### config.mk
export PLATFORM = sky130hd
export DESIGN_NAME = waveform_window_rms_unit
export DESIGN_NICKNAME = d
export VERILOG_FILES = /design/src/rtl/wwr_pkg.sv /design/src/rtl/waveform_window_rms_unit.sv /design/src/rtl/wwr_accum.sv /design/src/rtl/wwr_calc.sv
export SDC_FILE = /design/constraint.sdc
export NUM_CORES = 2
export LEC_CHECK = 0
export BUFFER_PORTS_ARGS = -buffer_cell sky130_fd_sc_hd__buf_2
export CORE_MARGIN = 2
export CORE_UTILIZATION = 29
export CTS_BUF_LIST = sky130_fd_sc_hd__clkbuf_16
export CTS_CLUSTER_DIAMETER = 80
export CTS_CLUSTER_SIZE = 25
export DETAILED_ROUTE_END_ITERATION = 8
export PLACE_DENSITY = 0.43
export REMOVE_ABC_BUFFERS = 1
export SYNTH_ARGS = -nofsm -noshare
export SYNTH_HDL_FRONTEND = slang
export SYNTH_SLANG_ARGS = --single-unit
### constraint.sdc
create_clock -name clk -period 22.2 [get_ports clk]
set_input_delay 2.22 -clock clk [delete_from_list [all_inputs] [get_ports clk]]
set_output_delay 2.22 -clock clk [all_outputs]
set_load 0.02 [all_outputs]
### src/rtl/wwr_pkg.sv
`default_nettype none
// ----------------------------------------------------------------------------
// wwr_pkg: shared types and constants of the waveform window RMS unit
// Payload structs of both channels, register indexes and sequencer states.
// ----------------------------------------------------------------------------
package wwr_pkg;

  localparam int RMS_W     = 20;
  localparam int ADDR_W    = 10;
  localparam int CFG_IDX_W = 1;

  localparam logic [RMS_W-1:0] RMS_MAX = {RMS_W{1'b1}};

  localparam logic [CFG_IDX_W-1:0] CFG_BOARD_ENABLE  = 1'b0;
  localparam logic [CFG_IDX_W-1:0] CFG_WINDOW_LENGTH = 1'b1;

  localparam logic [31:0] BOARD_ENABLE_RST  = 32'hFFFF_FFFF;
  localparam logic [10:0] WINDOW_LENGTH_RST = 11'd994;

  typedef struct packed {
    logic signed [15:0] sample;
    logic               start_of_waveform;
    logic [4:0]         board;
    logic [4:0]         channel;
    logic               trigger_offbeam;
    logic               trigger_random;
  } in_item_t;

  typedef struct packed {
    logic [RMS_W-1:0]  rms;
    logic [ADDR_W-1:0] address;
    logic              to_offbeam;
    logic              to_random;
  } out_item_t;

  // channel address and trigger flags held for one window
  typedef struct packed {
    logic [ADDR_W-1:0] address;
    logic              to_offbeam;
    logic              to_random;
  } wave_tag_t;

  typedef enum logic [2:0] {
    CS_IDLE,
    CS_MUL_A,
    CS_MUL_B,
    CS_CMP,
    CS_MUL_D,
    CS_DIV,
    CS_SQRT,
    CS_DONE
  } calc_state_t;

endpackage
`default_nettype wire

### src/rtl/waveform_window_rms_unit.sv
`default_nettype none
// ----------------------------------------------------------------------------
// waveform_window_rms_unit: windowed standard deviation of ADC waveforms
// Accumulates samples and squares over a window per channel waveform and
// returns sqrt((N*sum2-sum^2)/(N*(N-1))) with fraction bits, plus address.
// ----------------------------------------------------------------------------
//  channel   ports                         moves
//  in        in_valid/in_ready/in_data     one ADC sample with start marks
//  out       out_valid/out_ready/out_data  rms, channel address, trigger flags
//  cfg       cfg_valid/cfg_ready/cfg_index register write (always ready)
//            cfg_data
//
// A sample is taken every cycle while a window is filling. The last sample
// of a window starts the result sequencer, which keeps in_ready low while
// it steps through two products, compare, a third product, division and
// square root on the shared adder (only up to compare for zero variance).
// Reset is synchronous and needs no clearing pass. A waiting result sits in
// the output register, so a stalled out_ready holds off in_ready only once
// the next result is finished too.
// ----------------------------------------------------------------------------
module waveform_window_rms_unit import wwr_pkg::*; #(
  parameter int NUM_BOARDS         = 32,
  parameter int CHANNELS_PER_BOARD = 32,
  parameter int MAX_WINDOW         = 1024,
  parameter int RMS_FRAC_BITS      = 4
) (
  input  wire logic                 clk,
  input  wire logic                 rst_n,
  input  wire logic                 in_valid,
  output logic                      in_ready,
  input  wire in_item_t             in_data,
  output logic                      out_valid,
  input  wire logic                 out_ready,
  output out_item_t                 out_data,
  input  wire logic                 cfg_valid,
  output logic                      cfg_ready,
  input  wire logic [CFG_IDX_W-1:0] cfg_index,
  input  wire logic [31:0]          cfg_data
);

  localparam int CLOG_W = $clog2(MAX_WINDOW);
  localparam int CNT_W  = $clog2(MAX_WINDOW + 1);
  localparam int SUM_W  = 17 + CLOG_W;
  localparam int SQ_W   = 31 + CLOG_W;

  logic [31:0]         board_enable_r, board_enable_nxt;
  logic [10:0]         window_length_r, window_length_nxt;
  logic                out_valid_r, out_valid_nxt;
  out_item_t           out_data_r, out_data_nxt;

  logic                in_accept;
  logic                launch;
  logic [CNT_W-1:0]    acc_n;
  logic signed [SUM_W-1:0] acc_sum;
  logic [SQ_W-1:0]     acc_sq;
  wave_tag_t           acc_tag;
  logic                calc_idle;
  logic                res_valid;
  logic                res_take;
  out_item_t           res;

  assign in_ready  = calc_idle;
  assign in_accept = in_valid && in_ready;
  assign cfg_ready = 1'b1;
  assign out_valid = out_valid_r;
  assign out_data  = out_data_r;

  wwr_accum #(
    .NUM_BOARDS         (NUM_BOARDS),
    .CHANNELS_PER_BOARD (CHANNELS_PER_BOARD),
    .MAX_WINDOW         (MAX_WINDOW),
    .CNT_W              (CNT_W),
    .SUM_W              (SUM_W),
    .SQ_W               (SQ_W)
  ) u_accum (
    .clk             (clk),
    .rst_n           (rst_n),
    .accept_i        (in_accept),
    .item_i          (in_data),
    .board_enable_i  (board_enable_r),
    .window_length_i (window_length_r),
    .launch_o        (launch),
    .n_o             (acc_n),
    .sum_o           (acc_sum),
    .sq_o            (acc_sq),
    .tag_o           (acc_tag)
  );

  wwr_calc #(
    .CNT_W         (CNT_W),
    .SUM_W         (SUM_W),
    .SQ_W          (SQ_W),
    .RMS_FRAC_BITS (RMS_FRAC_BITS)
  ) u_calc (
    .clk         (clk),
    .rst_n       (rst_n),
    .launch_i    (launch),
    .n_i         (acc_n),
    .sum_i       (acc_sum),
    .sq_i        (acc_sq),
    .tag_i       (acc_tag),
    .idle_o      (calc_idle),
    .res_valid_o (res_valid),
    .res_take_i  (res_take),
    .res_o       (res)
  );

  always_comb begin
    board_enable_nxt  = board_enable_r;
    window_length_nxt = window_length_r;
    if (cfg_valid) begin
      case (cfg_index)
        CFG_BOARD_ENABLE:  board_enable_nxt  = cfg_data;
        CFG_WINDOW_LENGTH: window_length_nxt = cfg_data[10:0];
        default: begin
          board_enable_nxt  = board_enable_r;
          window_length_nxt = window_length_r;
        end
      endcase
    end

    // move a finished result into the output register when it is free
    res_take      = res_valid && (!out_valid_r || out_ready);
    out_valid_nxt = out_valid_r;
    out_data_nxt  = out_data_r;
    if (res_take) begin
      out_valid_nxt = 1'b1;
      out_data_nxt  = res;
    end else if (out_ready) begin
      out_valid_nxt = 1'b0;
    end
  end

  always_ff @(posedge clk) begin
    if (!rst_n) begin
      board_enable_r  <= BOARD_ENABLE_RST;
      window_length_r <= WINDOW_LENGTH_RST;
      out_valid_r     <= 1'b0;
    end else begin
      board_enable_r  <= board_enable_nxt;
      window_length_r <= window_length_nxt;
      out_valid_r     <= out_valid_nxt;
    end
  end

  always_ff @(posedge clk) begin
    out_data_r <= out_data_nxt;
  end

  a_busy_after_launch: assert property (@(posedge clk) disable iff (!rst_n)
    launch |=> !in_ready)
    else $error("input still open after window end");

  a_take_shows: assert property (@(posedge clk) disable iff (!rst_n)
    res_take |=> out_valid_r)
    else $error("taken result not presented");

endmodule
`default_nettype wire

### src/rtl/wwr_accum.sv
`default_nettype none
// ----------------------------------------------------------------------------
// wwr_accum: waveform gating and window accumulation
// Selects waveforms by board and trigger, sums samples and squares over the
// window and launches the result calculation on the last window sample.
// ----------------------------------------------------------------------------
module wwr_accum import wwr_pkg::*; #(
  parameter int NUM_BOARDS         = 32,
  parameter int CHANNELS_PER_BOARD = 32,
  parameter int MAX_WINDOW         = 1024,
  parameter int CNT_W              = 11,
  parameter int SUM_W              = 27,
  parameter int SQ_W               = 41
) (
  input  wire logic                    clk,
  input  wire logic                    rst_n,
  input  wire logic                    accept_i,
  input  wire in_item_t                item_i,
  input  wire logic [31:0]             board_enable_i,
  input  wire logic [10:0]             window_length_i,
  output logic                         launch_o,
  output logic [CNT_W-1:0]             n_o,
  output logic signed [SUM_W-1:0]      sum_o,
  output logic [SQ_W-1:0]              sq_o,
  output wave_tag_t                    tag_o
);

  localparam logic [10:0] MAX_LEN   = 11'(MAX_WINDOW);
  localparam logic [5:0]  BOARD_LIM = 6'(NUM_BOARDS);
  localparam logic [10:0] CPB       = 11'(CHANNELS_PER_BOARD);

  logic [CNT_W-1:0]        cnt_r, cnt_nxt;
  logic signed [SUM_W-1:0] sum_r, sum_nxt;
  logic [SQ_W-1:0]         sq_r, sq_nxt;
  logic                    collecting_r, collecting_nxt;
  wave_tag_t               tag_r, tag_nxt;

  logic [10:0]             eff_len;
  logic                    enabled;
  logic [10:0]             addr_full;
  logic signed [31:0]      prod;
  logic [CNT_W-1:0]        base_cnt;
  logic signed [SUM_W-1:0] base_sum;
  logic [SQ_W-1:0]         base_sq;
  logic                    coll;
  logic [CNT_W-1:0]        cnt_inc;
  logic signed [SUM_W-1:0] sum_new;
  logic [SQ_W-1:0]         sq_new;
  logic                    fire;
  wave_tag_t               tag_cur;

  always_comb begin
    if (window_length_i < 11'd2) begin
      eff_len = 11'd2;
    end else if (window_length_i > MAX_LEN) begin
      eff_len = MAX_LEN;
    end else begin
      eff_len = window_length_i;
    end

    enabled = ({1'b0, item_i.board} < BOARD_LIM) && board_enable_i[item_i.board] &&
              (item_i.trigger_offbeam || item_i.trigger_random);
    addr_full = 11'(item_i.board) * CPB + 11'(item_i.channel);
    prod      = 32'(item_i.sample) * 32'(item_i.sample);

    // a start sample opens a fresh window and drops any unfinished one
    if (item_i.start_of_waveform) begin
      base_cnt           = '0;
      base_sum           = '0;
      base_sq            = '0;
      coll               = enabled;
      tag_cur.address    = addr_full[ADDR_W-1:0];
      tag_cur.to_offbeam = item_i.trigger_offbeam;
      tag_cur.to_random  = item_i.trigger_random;
    end else begin
      base_cnt = cnt_r;
      base_sum = sum_r;
      base_sq  = sq_r;
      coll     = collecting_r;
      tag_cur  = tag_r;
    end

    cnt_inc = base_cnt + CNT_W'(1);
    sum_new = base_sum + SUM_W'(item_i.sample);
    sq_new  = base_sq + SQ_W'(prod[30:0]);
    fire    = coll && (cnt_inc >= CNT_W'(eff_len));

    cnt_nxt        = cnt_r;
    sum_nxt        = sum_r;
    sq_nxt         = sq_r;
    collecting_nxt = collecting_r;
    tag_nxt        = tag_r;
    if (accept_i) begin
      tag_nxt = tag_cur;
      if (coll) begin
        cnt_nxt        = cnt_inc;
        sum_nxt        = sum_new;
        sq_nxt         = sq_new;
        collecting_nxt = !fire;
      end else begin
        cnt_nxt        = base_cnt;
        sum_nxt        = base_sum;
        sq_nxt         = base_sq;
        collecting_nxt = 1'b0;
      end
    end

    launch_o = accept_i && fire;
    n_o      = cnt_inc;
    sum_o    = sum_new;
    sq_o     = sq_new;
    tag_o    = tag_cur;
  end

  always_ff @(posedge clk) begin
    if (!rst_n) begin
      cnt_r        <= '0;
      sum_r        <= '0;
      sq_r         <= '0;
      collecting_r <= 1'b0;
      tag_r        <= '0;
    end else begin
      cnt_r        <= cnt_nxt;
      sum_r        <= sum_nxt;
      sq_r         <= sq_nxt;
      collecting_r <= collecting_nxt;
      tag_r        <= tag_nxt;
    end
  end

  // an open window never holds a full maximum window of samples
  a_cnt_bound: assert property (@(posedge clk) disable iff (!rst_n)
    collecting_r |-> (cnt_r < CNT_W'(MAX_WINDOW)))
    else $error("window count beyond maximum window");

  a_launch_closes: assert property (@(posedge clk) disable iff (!rst_n)
    launch_o |=> !collecting_r)
    else $error("window still open after launch");

endmodule
`default_nettype wire

### src/rtl/wwr_calc.sv
`default_nettype none
// ----------------------------------------------------------------------------
// wwr_calc: window result sequencer around one shared add/subtract unit
// Shift-add products, compare, restoring division and digit-by-digit
// square root, all stepping through the same adder.
// ----------------------------------------------------------------------------
module wwr_calc import wwr_pkg::*; #(
  parameter int CNT_W         = 11,
  parameter int SUM_W         = 27,
  parameter int SQ_W          = 41,
  parameter int RMS_FRAC_BITS = 4
) (
  input  wire logic                    clk,
  input  wire logic                    rst_n,
  input  wire logic                    launch_i,
  input  wire logic [CNT_W-1:0]        n_i,
  input  wire logic signed [SUM_W-1:0] sum_i,
  input  wire logic [SQ_W-1:0]         sq_i,
  input  wire wave_tag_t               tag_i,
  output logic                         idle_o,
  output logic                         res_valid_o,
  input  wire logic                    res_take_i,
  output out_item_t                    res_o
);

  localparam int A_W    = CNT_W + SQ_W;
  localparam int SC     = 2 * RMS_FRAC_BITS;
  localparam int NUM_W  = ((A_W + SC + 1) / 2) * 2;
  localparam int ROOT_W = NUM_W / 2;
  localparam int DEN_W  = 2 * CNT_W;
  localparam int REM_W  = (ROOT_W + 3 > DEN_W + 1) ? ROOT_W + 3 : DEN_W + 1;
  localparam int ALU_W  = A_W + 1;
  localparam int MPL_W  = SUM_W;
  localparam int STEP_W = $clog2(NUM_W + 1);
  localparam int EXT_W  = (ROOT_W > RMS_W) ? ROOT_W : RMS_W;

  calc_state_t        state_r, state_nxt;
  logic [STEP_W-1:0]  step_r, step_nxt;
  logic [CNT_W-1:0]   n_r, n_nxt;
  logic [SUM_W-1:0]   mag_r, mag_nxt;
  logic [A_W-1:0]     acc_r, acc_nxt;
  logic [A_W-1:0]     mcand_r, mcand_nxt;
  logic [MPL_W-1:0]   mplier_r, mplier_nxt;
  logic [A_W-1:0]     a_r, a_nxt;
  logic [DEN_W-1:0]   den_r, den_nxt;
  logic [NUM_W-1:0]   num_r, num_nxt;
  logic [REM_W-1:0]   rem_r, rem_nxt;
  logic [ROOT_W-1:0]  root_r, root_nxt;
  wave_tag_t          tag_r, tag_nxt;

  logic [ALU_W-1:0]   alu_a, alu_b, alu_res;
  logic               alu_sub;
  logic               alu_neg;
  logic               last_step;
  logic [REM_W-1:0]   rem_div_sh, rem_sq_sh;
  logic [SUM_W-1:0]   mag_in;
  logic [EXT_W-1:0]   root_ext;

  // shared adder
  always_comb begin
    rem_div_sh = {rem_r[REM_W-2:0], num_r[NUM_W-1]};
    rem_sq_sh  = {rem_r[REM_W-3:0], num_r[NUM_W-1 -: 2]};
    alu_a   = '0;
    alu_b   = '0;
    alu_sub = 1'b0;
    case (state_r)
      CS_MUL_A, CS_MUL_B, CS_MUL_D: begin
        alu_a = ALU_W'(acc_r);
        alu_b = ALU_W'(mcand_r);
      end
      CS_CMP: begin
        alu_a   = ALU_W'(a_r);
        alu_b   = ALU_W'(acc_r);
        alu_sub = 1'b1;
      end
      CS_DIV: begin
        alu_a   = ALU_W'(rem_div_sh);
        alu_b   = ALU_W'(den_r);
        alu_sub = 1'b1;
      end
      CS_SQRT: begin
        alu_a   = ALU_W'(rem_sq_sh);
        alu_b   = ALU_W'({root_r, 2'b01});
        alu_sub = 1'b1;
      end
      default: begin
        alu_a   = '0;
        alu_b   = '0;
        alu_sub = 1'b0;
      end
    endcase
    alu_res = alu_a + (alu_b ^ {ALU_W{alu_sub}}) + ALU_W'(alu_sub);
    alu_neg = alu_res[ALU_W-1];
  end

  always_comb begin
    mag_in    = sum_i[SUM_W-1] ? SUM_W'(-sum_i) : SUM_W'(sum_i);
    last_step = (step_r == STEP_W'(1));

    state_nxt  = state_r;
    step_nxt   = step_r;
    n_nxt      = n_r;
    mag_nxt    = mag_r;
    acc_nxt    = acc_r;
    mcand_nxt  = mcand_r;
    mplier_nxt = mplier_r;
    a_nxt      = a_r;
    den_nxt    = den_r;
    num_nxt    = num_r;
    rem_nxt    = rem_r;
    root_nxt   = root_r;
    tag_nxt    = tag_r;

    case (state_r)
      CS_IDLE: begin
        if (launch_i) begin
          n_nxt      = n_i;
          mag_nxt    = mag_in;
          tag_nxt    = tag_i;
          acc_nxt    = '0;
          mcand_nxt  = A_W'(sq_i);
          mplier_nxt = MPL_W'(n_i);
          step_nxt   = STEP_W'(CNT_W);
          state_nxt  = CS_MUL_A;
        end
      end
      CS_MUL_A, CS_MUL_B, CS_MUL_D: begin
        if (mplier_r[0]) begin
          acc_nxt = alu_res[A_W-1:0];
        end
        mcand_nxt  = {mcand_r[A_W-2:0], 1'b0};
        mplier_nxt = {1'b0, mplier_r[MPL_W-1:1]};
        step_nxt   = step_r - STEP_W'(1);
        if (last_step) begin
          if (state_r == CS_MUL_A) begin
            a_nxt      = acc_nxt;
            acc_nxt    = '0;
            mcand_nxt  = A_W'(mag_r);
            mplier_nxt = mag_r;
            step_nxt   = STEP_W'(SUM_W);
            state_nxt  = CS_MUL_B;
          end else if (state_r == CS_MUL_B) begin
            state_nxt = CS_CMP;
          end else begin
            den_nxt   = acc_nxt[DEN_W-1:0];
            rem_nxt   = '0;
            step_nxt  = STEP_W'(NUM_W);
            state_nxt = CS_DIV;
          end
        end
      end
      CS_CMP: begin
        // non-positive variance reads as zero
        if (alu_neg || (alu_res[A_W-1:0] == '0)) begin
          root_nxt  = '0;
          state_nxt = CS_DONE;
        end else begin
          num_nxt    = NUM_W'(alu_res[A_W-1:0]) << SC;
          acc_nxt    = '0;
          mcand_nxt  = A_W'(n_r);
          mplier_nxt = MPL_W'(n_r - CNT_W'(1));
          step_nxt   = STEP_W'(CNT_W);
          state_nxt  = CS_MUL_D;
        end
      end
      CS_DIV: begin
        rem_nxt  = alu_neg ? rem_div_sh : alu_res[REM_W-1:0];
        num_nxt  = {num_r[NUM_W-2:0], !alu_neg};
        step_nxt = step_r - STEP_W'(1);
        if (last_step) begin
          rem_nxt   = '0;
          root_nxt  = '0;
          step_nxt  = STEP_W'(ROOT_W);
          state_nxt = CS_SQRT;
        end
      end
      CS_SQRT: begin
        if (alu_neg) begin
          rem_nxt  = rem_sq_sh;
          root_nxt = {root_r[ROOT_W-2:0], 1'b0};
        end else begin
          rem_nxt  = alu_res[REM_W-1:0];
          root_nxt = {root_r[ROOT_W-2:0], 1'b1};
        end
        num_nxt  = {num_r[NUM_W-3:0], 2'b00};
        step_nxt = step_r - STEP_W'(1);
        if (last_step) begin
          state_nxt = CS_DONE;
        end
      end
      CS_DONE: begin
        if (res_take_i) begin
          state_nxt = CS_IDLE;
        end
      end
      default: begin
        state_nxt = CS_IDLE;
      end
    endcase
  end

  always_comb begin
    root_ext       = EXT_W'(root_r);
    res_o.rms      = (root_ext > EXT_W'(RMS_MAX)) ? RMS_MAX : root_ext[RMS_W-1:0];
    res_o.address  = tag_r.address;
    res_o.to_offbeam = tag_r.to_offbeam;
    res_o.to_random  = tag_r.to_random;
    res_valid_o    = (state_r == CS_DONE);
    idle_o         = (state_r == CS_IDLE);
  end

  always_ff @(posedge clk) begin
    if (!rst_n) begin
      state_r <= CS_IDLE;
      step_r  <= '0;
    end else begin
      state_r <= state_nxt;
      step_r  <= step_nxt;
    end
  end

  always_ff @(posedge clk) begin
    n_r      <= n_nxt;
    mag_r    <= mag_nxt;
    acc_r    <= acc_nxt;
    mcand_r  <= mcand_nxt;
    mplier_r <= mplier_nxt;
    a_r      <= a_nxt;
    den_r    <= den_nxt;
    num_r    <= num_nxt;
    rem_r    <= rem_nxt;
    root_r   <= root_nxt;
    tag_r    <= tag_nxt;
  end

  a_launch_idle: assert property (@(posedge clk) disable iff (!rst_n)
    launch_i |-> (state_r == CS_IDLE))
    else $error("launch while calculation busy");

  a_done_hold: assert property (@(posedge clk) disable iff (!rst_n)
    (state_r == CS_DONE && !res_take_i) |=> (state_r == CS_DONE && $stable(root_r)))
    else $error("result lost before it was taken");

endmodule
`default_nettype wire

Word level (Yosys, flattened, before mapping)

Index checks and enable logic that the tools add are counted.

Word-level logic and storage cells: 161
Bits in writable memories: 0
Output and inout bits: 35
Memory bits (read-only): 0
Memories: 0
Register bits: 554
Bits in latches: 0

Add/sub/neg operators: 9
Shift operators: 0
Bitwise logic cells: 4
Order comparisons: 5
Muxes and demuxes: 64
Eq/ne operators: 17
Divide/modulo/power cells: 0
Multiply operators: 1
Reductions and logical operators: 31

Operators by type and width:

| kind                                                                              | count |
|---|---|
| 52-bit 2-to-1 mux                                                                 | 9 |
| 52-bit case mux with 4 select lines                                               | 2 |
| 52-bit case mux with 3 select lines                                               | 2 |
| 32-bit 2-to-1 mux                                                                 | 6 |
| 60-bit case mux with 3 select lines                                               | 1 |
| 27-bit 2-to-1 mux                                                                 | 6 |
| 32-bit case mux with 3 select lines                                               | 1 |
| 30-bit case mux with 3 select lines                                               | 1 |
| 41-bit 2-to-1 mux                                                                 | 2 |
| 27-bit case mux with 3 select lines                                               | 1 |
| 30-bit 2-to-1 mux                                                                 | 2 |
| 60-bit 2-to-1 mux                                                                 | 1 |
| 52-bit by 53-bit adder with 53-bit output                                         | 1 |
| 53-bit by 1-bit adder with 53-bit output                                          | 1 |
| 52-bit by 53-bit bitwise XOR with 53-bit output                                   | 1 |
| 52-bit logical NOT                                                                | 1 |
| 11-bit 2-to-1 mux                                                                 | 4 |
| 41-bit by 31-bit adder with 41-bit output                                         | 1 |
| 6-bit 2-to-1 mux                                                                  | 6 |
| 16-bit by 16-bit multiplier with 31-bit output                                    | 1 |
| 30-bit by 20-bit greater-than comparator with 1-bit output, second input constant | 1 |
| 6-bit case mux with 5 select lines                                                | 1 |
| 27-bit by 16-bit adder with 27-bit output                                         | 1 |
| 27-bit negation                                                                   | 1 |
| 34 further kinds                                                                  | 77 |

Logic depth before layout (Yosys ltp)

Word-level depth: 10
Gate-level depth with buffers: 37
Gate-level depth less buffers: 36

Hierarchy

Synthesis repeated with hierarchy kept, for this count alone.

Cell total of the unflattened synthesis: 4559
Area total of the unflattened synthesis: 43291.5 um^2

Modules (own cells, without submodules):

| module                   | area each (um^2) | cells an instance | times used |
|---|---|---|---|
| wwr_calc                 | 23670.2          | 2362              | 1 |
| wwr_accum                | 16677.2          | 1965              | 1 |
| waveform_window_rms_unit | 2944.1           | 232               | 1 |

Worst setup path after synthesis

Ideal clock, no wire load.

Kind: input -> register
Start: input port in_data[12] (netlist bit)
End: register u_calc.acc_r[0] (enable)
Setup slack: 2.815 ns
Data required time: 21.385 ns
Stages on the path: 20
Arrival: 18.571 ns
Cells stage by stage: clkbuf_1 clkbuf_1 clkbuf_1 clkbuf_1 nor2b_1 ha_1 nand3_1 xnor2_1 nor2_1 ha_1 and4_1 a31oi_1 a21boi_0 o21ai_0 nand2b_1 a21oi_1 o21a_1 nor3_1 nor3_1 a211oi_1

Longest elaborated chain between the ends: 7
Elaborated cells between the ends (all ways): 8
Those cells by class: add/sub: 1; order compare: 1; eq/ne: 1; mux: 2; reduce/logical: 3

RTL lines:

| item                                                      | line                           | source |
|---|---|---|
| start: declaration                                        | waveform_window_rms_unit.sv:31 | `input wire in_item_t in_data,` |
| 11-bit 2-to-1 mux                                         | wwr_accum.sv:67                | `if (item_i.start_of_waveform) begin` |
| 11-bit by 1-bit adder with 11-bit output                  | wwr_accum.sv:83                | `cnt_inc = base_cnt + CNT_W'(1);` |
| net acc_n[4]                                              | waveform_window_rms_unit.sv:53 | `logic [CNT_W-1:0] acc_n;` |
| 11-bit greater-or-equal comparator                        | wwr_accum.sv:86                | `fire = coll && (cnt_inc >= CNT_W'(eff_len));` |
| 1-bit logical AND                                         | wwr_accum.sv:86                |  |
| 1-bit logical AND                                         | wwr_accum.sv:108               | `launch_o = accept_i && fire;` |
| 2-bit by 1-bit != test with 1-bit output (no source line) | --                             |  |
| 3-bit AND reduction (no source line)                      | --                             |  |
| end signal: assignment                                    | wwr_calc.sv:225                | `acc_r <= acc_nxt;` |
| end: declaration                                          | wwr_calc.sv:41                 | `logic [A_W-1:0] acc_r, acc_nxt;` |

The timed path passes the listed nets, and every way through them passes these cells.
A chain may end at the register's enable or synchronous reset.

Worst setup path in the final report

Start: input port in_data[28] (netlist bit)
End: register u_calc.mcand_r[39] (data pin)

Longest elaborated chain between the ends: 4

RTL lines:

| item                                           | line            | source |
|---|---|---|
| 16-bit by 16-bit multiplier with 31-bit output | wwr_accum.sv:64 | `prod = 32'(item_i.sample) * 32'(item_i.sample);` |
| 41-bit by 31-bit adder with 41-bit output      | wwr_accum.sv:85 | `sq_new = base_sq + SQ_W'(prod[30:0]);` |
| 52-bit 2-to-1 mux                              | wwr_calc.sv:116 | `if (launch_i) begin` |
| 52-bit case mux with 3 select lines            | wwr_calc.sv:114 | `case (state_r)` |
| net u_calc.mcand_nxt[39]                       | wwr_calc.sv:42  | `logic [A_W-1:0] mcand_r, mcand_nxt;` |
| end signal: assignment                         | wwr_calc.sv:226 | `mcand_r <= mcand_nxt;` |
| end: declaration                               | wwr_calc.sv:42  |  |

The timed path passes the listed nets, and every way through them passes these cells. The select of a mux whose other input is x is not followed.

==> impl_metrics.toml <==
[outcome]
status = "complete, no violations"

[floorplanning]
dieArea_um2 = 146300
core_um2 = 141900
start_util_pct = 29.26
fp.dieH_um = 382.4
fp.dieW_um = 382.4
ios = 102
placementRows = 138

[clocking]
cts_made_buffers = 43
cts.sinks = 554
cts_root_buf = "clkbuf_16"
htreeDepth = 2
cts_tree = "done"
post_cts_resize_count = 0
cts_setup_buffers = 0
cts_max_path_buffers = 3
insertion_delay_ns = 0.66
clk_pin_slew_ns = 0.10
hold_buffers = 0

[global_routing]
grt_antenna_before_repair = 2
grt_max_degree = 78
track_usage_pct = 17.52
overflow = 0
grt_pass1_wl_um = 200700
grt_pass1_vias = 32150

[yosys]
synthFlopType = "edfxtp_1"
synth_compound_area_share_pct = 18.36
async_reset_ff_share_pct = 0
yosysWarnings = 0
synthMuxAreaShare_pct = 2.401
ys_types = 87
synthSimpleGateAreaFrac_pct = 14.78
ys_seq_elements = 554
synth_edf_count = 409
synth_xor_xnor_area_share_pct = 3.859
synth_area_per_cell_um2 = 9.506
postSynthCellCount = 4369
synth_top_family_by_area = "compound AO/OA/AOI/OAI gates"
synth.cell_area_um2 = 41530
synth_fa_ha_area_share_pct = 18.11
ys_seq_area_share_pct = 36.56

[setup_path]
cp.required_ns = 22.61
cp_top_family = "adder cells"
end_kind = "register"
slowest_stage = "a211oi_1"
start_kind = "input pin"
cp_max_fo = 35
critPathKind = "input pin to register"
path_buf_inv = 7
slowest_delay_ns = 0.64
arrival_ns = 11.29

[sta]
slew_viol_final = 0
fmax_mhz = 91.95
fin_crit_ns = 10.88
hold_viol = 0
period_share_pct = 48.99
setup_viol = 0
slew_headroom_pct = 26.09
fin_setup_tns_ns = 0
finClkSkew_ns = 0.04629
worstMarginPinSlew_ns = 1.106
rsz0062_at_grt = "false"

[routing]
wl_met3_um = 4883
drcViolationCount = 0
top_layer_used = "met4"
dr_wl_met2_um = 58760
drtIter0Drc = 2247
wl_per_cell_um = 20.81
wl_met1_um = 62750
dr.pass1.iters = 7
vias = 32008
wl_um = 129600
via_per_inst = 5.141
postRouteAntennaNets = 0

[layout]
fin_nets = 4807
final_area_um2 = 45480
layout-drive-gt1-share_pct = 8.948
syn_to_final_growth_pct = 9.495
antenna_cells = 0

[job]
cap_violations = 0

[hold_path]
min_path_type = "register to register"

[power]
p_leak_nw = 18.45
powerDensity_nw_per_um2 = 154.9
peakVddDrop_v = 0.0001734

[place]
placed_cell_area_um2 = 43940
hpwl_um = 93010
io_buffers = 100
gp_congestion = 0.8386
==> kinds of logic (layout without fill, tap and decap cells) <==
group	count (synthesis)	in the layout
and+or+nand+nor	1281	1281
buffers and inverters	653	620
xor gates and xnor gates	183	183
other	1	1
adders and majority gates	470	470
DFF	554	554
AOI/OAI and AO/OA	1147	1147
muxes	80	80
==> placed cells by master (no fill, tap or decap), types with 56 or more instances in the layout <==
cell and count:
edfxtp_1 409, fa_1 229, nor3_1 56, nand2_1 453, dfxtp_1 142, o21ai_0 281
nand3_1 85, and3_1 61, buf_2 99, nor2b_1 82, nor2_1 255, a21oi_1 252
a22oi_1 164, ha_1 209, inv_1 388, mux2_2 57, xor2_1 68, xnor2_1 114
a21o_1 82, and2_1 124
==> through the flow <==
| stage | cells | hold WS, ns | util, % | total power [mW] | setup WS [ns] |
|---|---|---|---|---|---|
| final | 6226 | 0.4300 | 32.04 | 7.045 | 11.32 |
| after global routing | 6226 | 0.4377 | 32.04 | 7.728 | 10.71 |
| after CTS | 6226 | 0.4310 | 32.04 | 7.121 | 11.32 |
| after detailed placement | 6147 | 0.4059 | 30.96 | 6.181 | 10.62 |
| after global placement | 6147 | 0.4027 | 30.96 | 6.191 | 10.65 |
| after floorplan | 4106 | 0.4003 | - | 4.916 | 1.425 |
==> layer usage <==
| layer | vias to the layer above | track usage (%) |
|---|---|---|
| met5 | - | 0 |
| met4 | 0 | 4.557 |
| met3 | 115 | 1.633 |
| met2 | 613 | 27.96 |
| met1 | 15926 | 25.28 |
| li1 | 15354 | - |
==> flip-flops by register name, indices dropped and copies added (netlist names) <==
| name | cells |
|---|---|
| u_calc.acc_r | 52 |
| u_calc.step_r | 6 |
| u_calc.mcand_r | 52 |
| out_valid | 1 |
| u_calc.state_r | 3 |
| u_calc.a_r | 52 |
| u_calc.res_o | 12 |
| u_calc.n_r | 11 |
| u_accum.sq_r | 41 |
| window_length_r | 11 |
| u_accum.cnt_r | 11 |
| out_data | 32 |
| u_calc.root_ext | 30 |
| u_accum.tag_r | 12 |
| u_calc.mag_r | 27 |
| u_calc.den_r | 22 |
| u_calc.num_r | 60 |
| u_accum.collecting_r | 1 |
| u_calc.mplier_r | 27 |
| u_accum.sum_r | 27 |
| board_enable_r | 32 |
| u_calc.rem_r | 32 |
==> final cells by class <==
class / instances / area (µm²)
Fill cell: 14941 / 96450
Multi-Input combinational cell: 3162 / 24030
Sequential cell: 554 / 15190
Tap cell: 1890 / 2365
Inverter: 390 / 1466
Clock buffer: 43 / 1076
Timing Repair Buffer: 151 / 885.9
Clock inverter: 36 / 464.2
==> synth_stat cells, types with 28 or more instances <==
cell type    n  area (µm²)
a21o_1      82       615.6
a21oi_1    253        1266
a221o_1     47       470.5
a22o_1      44       385.4
a22oi_1    164        1231
a31oi_1     28       175.2
and2_1     124       775.7
and3_1      62       387.9
clkbuf_1   233       874.6
dfxtp_1    145        2903
edfxtp_1   409       12280
fa_1       229        4584
ha_1       209        2615
inv_1      389        1460
maj3_1      32       320.3
mux2_2      57       641.9
nand2_1    454        1704
nand3_1     86       430.4
nor2_1     262       983.4
nor2b_1     85       531.8
nor3_1      57       285.3
o21a_1      34       255.2
o21ai_0    282        1411
xnor2_1    115        1007
xor2_1      68       595.6
==> where the power goes <==
group	leakage, nW	internal (mW)	switching (mW)	total [mW]
Sequential	4.94	1.27	0.0103	1.28
Combinational	12.8	2.02	2.86	4.88
Clock	0.747	0.396	0.487	0.883
Total	18.5	3.69	3.36	7.05
==> path summary, 6_finish.rpt <==
check | cells past startpoint | startpoint | to | slack [ns]
worst max-delay path | 35 | in_data[28] | u_calc.mcand_r[39]$_DFFE_PP_ | 11.32
worst min-delay path | 0 | u_calc.res_o[10]$_DFFE_PP_ | out_data[10]$_DFFE_PP_ | 0.43
worst max register to register | 23 | u_calc.state_r[1]$_SDFFE_PN0P_ | u_calc.acc_r[9]$_SDFFCE_PP0P_ | 12.84
worst min register to register | 0 | u_calc.res_o[10]$_DFFE_PP_ | out_data[10]$_DFFE_PP_ | 0.43
Note: power is estimated with default switching activity, not from simulation.
